`src/design/ouis_pkg.sv`:
```
`timescale 1ns / 1ps
// ----------------------------------------------------------------------------
// ouis_pkg
// Shared widths, command and status codes, and the token that travels down
// the cell chain of the ordered unique ID set.
// ----------------------------------------------------------------------------
package ouis_pkg;

  localparam int CAPACITY_DEF = 64;

  localparam int ID_W    = 32;
  localparam int POS_W   = 6;
  localparam int CMD_W   = 3;
  localparam int ST_W    = 3;
  localparam int TOTAL_W = 7;

  // Command codes (codes 5..7 are ignored)
  localparam logic [CMD_W-1:0] CMD_ADD      = 3'd0;
  localparam logic [CMD_W-1:0] CMD_REMOVE   = 3'd1;
  localparam logic [CMD_W-1:0] CMD_CONTAINS = 3'd2;
  localparam logic [CMD_W-1:0] CMD_READ     = 3'd3;
  localparam logic [CMD_W-1:0] CMD_CLEAR    = 3'd4;

  // Result status codes
  localparam logic [ST_W-1:0] ST_OK      = 3'd0;
  localparam logic [ST_W-1:0] ST_DUP     = 3'd1;
  localparam logic [ST_W-1:0] ST_MISSING = 3'd2;
  localparam logic [ST_W-1:0] ST_FULL    = 3'd3;
  localparam logic [ST_W-1:0] ST_RANGE   = 3'd4;

  // Command token handed from cell to cell
  typedef struct packed {
    logic             valid;
    logic [CMD_W-1:0] cmd;
    logic [ID_W-1:0]  id;
    logic [POS_W-1:0] pos;
    logic             hit;     // match (or index present) seen so far
    logic [ID_W-1:0]  id_out;  // data picked up by a read
  } tok_t;

endpackage

```
`src/design/ouis_cell.sv`:
```
`timescale 1ns / 1ps
// ----------------------------------------------------------------------------
// ouis_cell
// One slot of the ID chain: holds one ID, inspects the passing command token
// and hands it on, registered, to the next slot.
// ----------------------------------------------------------------------------
module ouis_cell #(
  parameter int CAPACITY = ouis_pkg::CAPACITY_DEF,
  parameter int IDX      = 0
) (
  input  logic                               clk,
  input  logic                               rst_n,
  input  logic [$clog2(CAPACITY+1)-1:0]      count_i,
  input  ouis_pkg::tok_t                     tok_i,
  input  logic [ouis_pkg::ID_W-1:0]          nbr_id_i,
  output ouis_pkg::tok_t                     tok_o,
  output logic [ouis_pkg::ID_W-1:0]          id_o
);

  localparam int CW = $clog2(CAPACITY+1);
  localparam bit POS_OK = (IDX < (1 << ouis_pkg::POS_W));

  logic [ouis_pkg::ID_W-1:0] id_r, id_nxt;
  ouis_pkg::tok_t            tok_r, tok_nxt;
  logic                      occ;
  logic                      match;
  logic                      pos_hit;

  assign occ   = CW'(IDX) < count_i;
  assign match = occ && (tok_i.id == id_r);

  always_comb begin
    if (POS_OK) begin
      pos_hit = occ && (tok_i.pos == ouis_pkg::POS_W'(IDX));
    end else begin
      pos_hit = 1'b0;
    end
  end

  always_comb begin
    tok_nxt = tok_i;
    id_nxt  = id_r;
    if (tok_i.valid) begin
      unique case (tok_i.cmd)
        ouis_pkg::CMD_ADD: begin
          if (match) begin
            tok_nxt.hit = 1'b1;
          end
          // append at the first free slot unless a duplicate sits upstream
          if ((CW'(IDX) == count_i) && !tok_i.hit) begin
            id_nxt = tok_i.id;
          end
        end
        ouis_pkg::CMD_REMOVE: begin
          if (match || tok_i.hit) begin
            tok_nxt.hit = 1'b1;
            // close the gap: pull the downstream ID one slot up
            if (CW'(IDX + 1) < count_i) begin
              id_nxt = nbr_id_i;
            end
          end
        end
        ouis_pkg::CMD_CONTAINS: begin
          if (match) begin
            tok_nxt.hit = 1'b1;
          end
        end
        ouis_pkg::CMD_READ: begin
          if (pos_hit) begin
            tok_nxt.hit    = 1'b1;
            tok_nxt.id_out = id_r;
          end
        end
        default: begin
        end
      endcase
    end
  end

  always_ff @(posedge clk) begin
    if (!rst_n) begin
      tok_r.valid <= 1'b0;
    end else begin
      tok_r <= tok_nxt;
    end
  end

  always_ff @(posedge clk) begin
    id_r <= id_nxt;
  end

  assign tok_o = tok_r;
  assign id_o  = id_r;

endmodule

```
`config.mk`:
```
export PLATFORM = sky130hd
export DESIGN_NAME = ouis_cell
export DESIGN_NICKNAME = d
export VERILOG_FILES = /design/src/design/ouis_pkg.sv /design/src/design/ouis_cell.sv
export SDC_FILE = /design/constraint.sdc
export NUM_CORES = 1
export LEC_CHECK = 0
export BUFFER_PORTS_ARGS = -buffer_cell sky130_fd_sc_hd__buf_4
export CAP_MARGIN = 20
export CORE_MARGIN = 2
export CORE_UTILIZATION = 42
export DETAILED_ROUTE_END_ITERATION = 10
export GPL_TIMING_DRIVEN = 1
export PLACE_DENSITY = 0.75
export SYNTH_ARGS = -nofsm -noshare
export SYNTH_HDL_FRONTEND = slang
export SYNTH_SLANG_ARGS = --single-unit
```
`constraint.sdc`:
```
create_clock -name clk -period 2.2 [get_ports clk]
set_input_delay 0.22 -clock clk [delete_from_list [all_inputs] [get_ports clk]]
set_output_delay 0.22 -clock clk [all_outputs]
set_load 0.03 [all_outputs]
```
==> metrics.yaml <==
outcome: "completed"
synth.avg_cell_area_um2: 19.0
relSlewSlack: 0.723
p_total_w: 0.00428
postCtsHoldBufs: 0
synth_edf_count: 106
postLayoutCellArea_um2: 6720
p_sw_frac: 0.258
fin_ws_ns: 0.183
ir_worst_vdd_mv: 0.294
n_fill_cell: 817
synth_cell_types: 28
insertion_delay_ns: 0.35
vias: 3022
reg2reg_setup_slack_ns: 0.18
reg2reg_to: "id_o[23]$_DFFE_PP_"
grt_setup_unrepaired: "false"
cts_setup_buffers: 0
dp.cells: 611
numPortBuffers: 222
placed_cell_area_um2: 6580
ant_nets: 0
synth_fa_ha_area_frac: 0
grt-ovfl-total: 0
clock_power_share: 0.230
synth_seq_cells: 107
postSynthNetCount: 362
combPwrFrac: 0.201
min_from: "tok_i[41]"
setup_viol: 0
ys.flop_type: "edfxtp_1"
ff2ff_path_depth: 6
die_y_um: 110
r2r-start: "id_o[5]$_DFFE_PP_"
initial_core_util: 0.431
final_common_cell: "buf_4"
hold_viol: 0
cap_violations: 0
drtIter0Drc: 115
diodes: 0
wl_per_cell_um: 18.2
endpoint_kind: "register"
grt_pass1_vias: 3192
dp_slack_ns: 0.194
p_leak_nw: 2.77
drt_pre_antenna_iters: 4
max_freq_ghz: 0.496
netSwitchingPower_w: 0.00111
critPathMaxFanout: 19
crit_start: "id_o[5]$_DFFE_PP_"
clock-sinks: 107
dieArea_um2: 12000
fin_nets: 598
fin_worst_skew_ns: 0.00793
route.detailed.drc: 0
grt_pass1_wl_mm: 16.4
tightest_slew_ns: 0.404
numCtsBuffers: 9
clockBufferDepth: 2
cts_tree: "done"
via_per_inst: 4.84
synth_mux_area_frac: 0.178
drive_above_1_share: 0.647
clkTransAtPathRegs_ns: 0.09
syn_area_um2: 4680
synth_top_family_by_area: "multiplexers"
critical_path_class: "reg -> reg"
rows: 38
internal_power_w: 0.00318
yosysSeqAreaShare: 0.685
cp_data_arrival_time_ns: 2.08
powerDensity_nw_per_um2: 638
yosys.area_share.xor_xnor: 0.0599
die_x_um: 110
grt_max_degree: 40
async_flop_share: 0
final_cell_mix: "226 x buf_4, 106 x edfxtp_1, 32 x mux2_2, 32 x xor2_1, 30 x mux2_4"
fin_crit_sh: 0.917
synthSimpleGateAreaFrac: 0.0556
ys_warn_count: 0
grt_usage: 0.187
areaGrowthSynthToFinish_pct: 43.7
routed_wl_mm: 11.3
core_um2: 10800
cts_resized: 0
fin_cells: 624
synth_compound_area_frac: 0.00535
clock-root-buffer: "clkbuf_8"
seq_power_share: 0.569
hold_depth: 1
required_ns: 2.27
globalplace.congestion: 0.747
fin_setup_tns_ns: 0
grt_antenna_before_repair: 0
place_hpwl_mm: 8.84
io_pins: 223
synthCells: 246
startpoint_type: "register"
period_minus_slack_ns: 2.02
hold_class: "in -> reg"
ctsHtreeMaxLevel: 3
critPathCapture: "id_o[23]$_DFFE_PP_"
maxSlewViolCount: 0
## worst max-delay path, stage by stage, from the launching register on
cell	delay [ns]
edfxtp_1	0.44
xor2_1	0.19
nor4_1	0.35
nand4_1	0.23
nor2_1	0.15
a21o_2	0.19
buf_12	0.18
## stage by stage
stage | util | hold slack (ns)
after global routing | 0.620 | 0.0329
after detailed placement | 0.607 | 0.420
final | 0.620 | 0.0584
after floorplan | - | 0.319
after global placement | 0.607 | 0.419
after CTS | 0.620 | 0.0368
## registers in the layout (all words and copies together), names as in the netlist
register	flops
id_o	32
tok_o	75
## area by class of cell
cell class / count / area (um^2) / area share
Timing Repair Buffer: 231 / 1800 / 0.267
Sequential cell: 107 / 3200 / 0.477
Clock buffer: 12 / 135 / 0.0201
Multi-Input combinational cell: 133 / 1410 / 0.209
Clock inverter: 1 / 3.75 / 0.000559
Tap cell: 140 / 175 / 0.0261
## synth_stat cells, types with 2 or more instances
cell | instances | area (um^2)
buf_12 | 3 | 60.1
buf_2 | 3 | 15.0
edfxtp_1 | 106 | 3180
mux2_1 | 2 | 22.5
mux2_2 | 32 | 360
mux2_4 | 30 | 450
nand2_1 | 2 | 7.51
nand2_2 | 2 | 12.5
nand2b_1 | 2 | 12.5
nand4_1 | 2 | 12.5
nor2_1 | 6 | 22.5
nor3_1 | 3 | 15.0
nor4_1 | 6 | 37.5
nor4_4 | 2 | 42.5
xor2_1 | 32 | 280
## how the worst min path moves through the flow
stage                          end  slack, ns
6_report       tok_o[41]$_DFFE_PP_       0.06
4_1_cts        tok_o[41]$_DFFE_PP_       0.04
3_3_place_gp   tok_o[34]$_DFFE_PP_       0.42
2_1_floorplan  tok_o[33]$_DFFE_PP_       0.32
5_1_grt        tok_o[39]$_DFFE_PP_       0.03
3_5_place_dp   tok_o[33]$_DFFE_PP_       0.42
## routing by layer
layer	GRT usage	wire length (um)	vias up
li1	-	-	1416
met5	0	0	-
met2	0.331	5810	140
met3	0.0628	1100	12
met1	0.208	4270	1454
met4	0.0660	161	0
## cells by family (layout without fill, tap and decap cells)
group,count (synthesis),count (layout)
XOR/XNOR,32,32
flip-flops,107,107
AND/OR/NAND/NOR,34,34
multiplexers,64,64
AO/OA/AOI/OAI,3,3
buffers and inverters,6,244
## power groups by stage
stage | Sequential, W | Clock [W] | Combinational (W)
after floorplan | 0.00275 | 0 | 0.000144
after global placement | 0.00248 | 0 | 0.000859
after detailed placement | 0.00249 | 0 | 0.000870
after CTS | 0.00244 | 0.00102 | 0.000871
after global routing | 0.00245 | 0.00109 | 0.000910
final | 0.00244 | 0.000986 | 0.000861
Power figures use the tool's default switching activity.
